**src/rtl/lmsd_ram.sv**
```systemverilog
`default_nettype none

module lmsd_ram #(
  parameter int unsigned Width = 8,
  parameter int unsigned Depth = 256,
  parameter int unsigned AddrW = (Depth > 1) ? $clog2(Depth) : 1
) (
  input  wire logic             clk_i,
  input  wire logic             we_i,
  input  wire logic [AddrW-1:0] waddr_i,
  input  wire logic [Width-1:0] wdata_i,
  input  wire logic             re_i,
  input  wire logic [AddrW-1:0] raddr_i,
  output logic      [Width-1:0] rdata_o
);

  logic [Width-1:0] mem_q [Depth];
  logic [Width-1:0] rdata_q;

  always_ff @(posedge clk_i) begin
    if (we_i) begin
      mem_q[waddr_i] <= wdata_i;
    end
    if (re_i) begin
      rdata_q <= mem_q[raddr_i];
    end
  end

  assign rdata_o = rdata_q;

endmodule

`default_nettype wire

```
**config.mk**
```make
export PLATFORM = sky130hd
export DESIGN_NAME = lmsd_ram
export DESIGN_NICKNAME = d
export VERILOG_FILES = /design/src/rtl/lmsd_ram.sv
export SDC_FILE = /design/constraint.sdc
export NUM_CORES = 2
export LEC_CHECK = 0
export BUFFER_PORTS_ARGS = -buffer_cell sky130_fd_sc_hd__buf_2
export CORE_ASPECT_RATIO = 1.2
export CORE_MARGIN = 8
export CORE_UTILIZATION = 30
export CTS_CLUSTER_SIZE = 10
export DETAILED_ROUTE_END_ITERATION = 16
export HOLD_SLACK_MARGIN = 0.02
export PLACE_DENSITY = 0.42
export RECOVER_POWER = 50
export SETUP_SLACK_MARGIN = 0.3
export SYNTH_ARGS = -nofsm -noshare
export SYNTH_HDL_FRONTEND = slang
export SYNTH_SLANG_ARGS = --single-unit
export TNS_END_PERCENT = 30
```
**constraint.sdc**
```tcl
create_clock -name clk_i -period 3.3 [get_ports clk_i]
set_input_delay 0.495 -clock clk_i [delete_from_list [all_inputs] [get_ports clk_i]]
set_output_delay 0.495 -clock clk_i [all_outputs]
set_load 0.005 [all_outputs]
```
==> metrics.md <==
| Metric | Value |
|---|---|
| Leakage | `just under 30 nW` |
| Mapped Area | `between 70,000 and 80,000 µm²` |
| CTS tree | `built` |
| Crit path from | `raddr_i[0]` |
| Max-cap violations | `12` |
| Die height | `580 µm` |
| Drt total wl | `240 mm` |
| Cts bufs inserted | `236` |
| Fraction of layout cells with a size suffix above 1 | `between 30 and 40%` |
| Syn_nets | `3,760` |
| Final core utilization | `35.6%` |
| Unrepaired setup endpoints after global routing | `yes` |
| Worst skew pair latency | `between 0.8 and 0.9 ns` |
| Asr flop ratio synth | `0%` |
| Vias/cell | `5.01` |
| DIE WIDTH | `486 µm` |
| IO Port Bufs | `34` |
| Initial antenna violation count | `20` |
| Least-Margin Pin Slew | `between 3 and 4 ns` |
| Post-synth top area share | `between 70 and 80%` |
| First-pass detailed-route iteration total | `6` |
| Worst Skew | `0.0330 ns` |
| Final hold vios | `0` |
| Synth area leaders | `edfxtp_1 (78%), mux4_2 (13%), mux2i_1 (1.7%)` |
| Final Setup Violations | `0` |
| Nets | `about 4.4k` |
| R2r endpoint | `rdata_o[0]$_DFFE_PP_` |
| Hpwl dp | `between 150 and 200 mm` |
| Failing checks | `max-capacitance violations, max-slew violations` |
| Setup Fix Bufs, Post-CTS | `0` |
| Mean Syn Cell Area | `21.3 µm²` |
| Max IR drop VDD | `approximately 450 µV` |
| Crit-path max FO | `14` |
| Largest net degree at the start of global routing | `97` |
| Fin crit share | `between 90% and 100%` |
| Placed cell count | `7,659` |
| Commonest non-fill, non-tap cells in the layout | `edfxtp_1 (2,056), buf_4 (478), mux4_2 (454)` |
| Syn Inst Count | `roughly 3.7k` |
| DR DRC count | `0` |
| Minimum clock period | `roughly 3 ns` |
| Worst-case reg-to-reg path depth | `6` |
| Core ar. | `~260,000 µm²` |
| Power Density | `580 nW/µm²` |
| Crit start category | `input port` |
| Flop-to-flop setup slack | `roughly 0.27 ns` |
| Post-synth top area cell | `edfxtp_1` |
| Worst hold path class | `input port to flip-flop` |
| Critical path class | `input port to flip-flop` |
| First-pass GRT wire length | `337 mm` |
| Critical path capture point type | `flip-flop` |
| Min-delay src | `waddr_i[1]` |
| FF+latch count, synth | `~2k` |
| Vias in the first global route | `41.9k` |
| Synth cell types | `54` |
| Total grt overflow | `0` |
| Sequential element share of the synthesized area | `between 70 and 80%` |
| Post-synth EDFFs | `around 2.1k` |
| Commonest non-fill, non-tap cell in the layout | `edfxtp_1` |
| Non-filler cells in the finished layout | `slightly below 8k` |
| Worst slew margin relative to its limit | `-112%` |
| Worst path required time | `between 3 and 4 ns` |
| H-tree depth | `4` |
| Iteration-0 DRC count of the detailed router | `3,429` |
| Arr. time, crit path | `around 3.7 ns` |
| Worst hold stages | `4` |
| Row count | `around 210` |
| Status | `complete, but fails checks` |
| Wire length per cell | `roughly 30 µm` |
| Global placement routability congestion | `~0.8` |
| Reg-to-Reg Start | `mem_q[83][0]$_DFFE_PP_` |
| # IOs | `35` |
| Die ar. | `between 200,000 and 300,000 µm²` |
| GRT Util Overall | `16.6%` |
| Total number of yosys warnings | `0` |
| Peak Freq | `between 300 and 400 MHz` |
| Area Growth Syn to Fin | `18.1%` |
| Root Driver | `clkbuf_16` |
| Hold endpoint | `mem_q[151][0]$_DFFE_PP_` |
| Clk buf depth | `4` |
| DRT antenna net count | `0` |
| Starting density of the core | `between 30 and 40%` |
| Clock Pin Slew Worst Setup and Hold Paths | `roughly 0.06 ns` |
| Vias | `about 40k` |
| CTS sink count | `2,056` |
| Top_reg_cell synth | `edfxtp_1` |
| Slew Limit Fails | `858` |
[critical path: stages]
cell,delay (ns)
buf_8,0.22
buf_12,0.24
buf_4,0.21
mux4_2,0.57
o311ai_0,0.40
o22ai_1,0.20
buf_4,0.18
nor4_2,0.77
buf_4,0.26
nor4_2,0.05
[stage by stage]
stage	TNS (ns)	setup slack (ns)	instance area [µm²]	hold WS [ns]	power (mW)
4_1_cts	0	0.156	94400	0.0351	55.3
3_3_place_gp	-6.14	-1.32	88200	0.937	32.5
3_5_place_dp	-4.22	-0.741	88200	0.941	32.6
5_1_grt	0	0.198	94100	0.414	56.2
6_report	0	0.259	94100	0.423	54.5
2_1_floorplan	0	0.729	79600	0.594	30.8
[cells by family (layout without fill, tap and decap cells)]
group                  after synthesis  after routing  synth area share (%)
DFF                               2056           2056                  77.5
other                                0             17                     0
buffers and inverters              235            884                  1.83
muxes                              591            591                  14.6
and+or+nand+nor                    466            466                  2.63
AOI/OAI and AO/OA                  385            385                  3.42
[worst max path at each step]
stage	to
floorplan	rdata_o[2]$_DFFE_PP_
global placement	rdata_o[6]$_DFFE_PP_
detailed placement	rdata_o[0]$_DFFE_PP_
CTS	rdata_o[0]$_DFFE_PP_
global route	rdata_o[0]$_DFFE_PP_
finish	rdata_o[6]$_DFFE_PP_
[cells in the mapped netlist (2+ instances only)]
library cell and n:
buf_2 31, nand4_1 10, a31oi_1 2, buf_4 27, mux4_1 2, nor3_1 22, nand3_1 34, o22a_1 5
o21ai_1 2, a2111oi_0 2, nor4_2 3, and2_1 6, o221ai_1 46, buf_1 22, mux2i_1 134, nor2b_1 31
nand2_1 33, a2111oi_1 2, o21ai_0 10, nor2_1 282, mux4_2 454, clkbuf_1 111, o32ai_1 4, nand3b_1 2
a311oi_1 2, a22o_1 8, o22ai_1 28, buf_12 8, or2_2 4, buf_6 21, and3b_1 2, a221oi_1 13
a22oi_1 133, nand2b_1 8, a21oi_1 96, a211oi_1 16, edfxtp_1 2056, nor4_1 24, buf_8 13, o211ai_1 10
[metal layers]
layer / share of wire [%] / global-route usage, % / up-vias
li1: - / - / 16800
met2: 50 / 28.0 / 1051
met1: 42 / 21.8 / 21600
met5: 0.0083 / 0 / -
met3: 4.7 / 2.74 / 378
met4: 3.6 / 5.70 / 2
[sequential cells by signal, summed over array words and instances, names as in the netlist]
signal   count
mem_q     2048
rdata_o      8
[area by class of cell]
type                    count  area (µm²)
fillers                 24500      170000
flip-flops and latches   2056       61700
multi-input cells        1442       16600
clock buffers             262        6050
repair buffers            607        5040
well taps                3553        4450
clock inverters            13         138
diodes                     17        42.5
inverters                   2        7.51
[where the power goes]
part | switching [mW] | total, mW | internal, mW
Sequential | 0.0524 | 28.9 | 28.8
Combinational | 1.91 | 3.03 | 1.12
Clock | 9.87 | 22.6 | 12.7
[timing repair]
item                                   in CTS  in global routing
resized for setup                           1                  2
setup endpoints to repair                   3                  4
gates cloned                                0                  0
hold buffers                                1                  0
endpoints found under the hold margin      26                  0
pin swaps                                   0                  0
(Power assumes the default switching activity.)
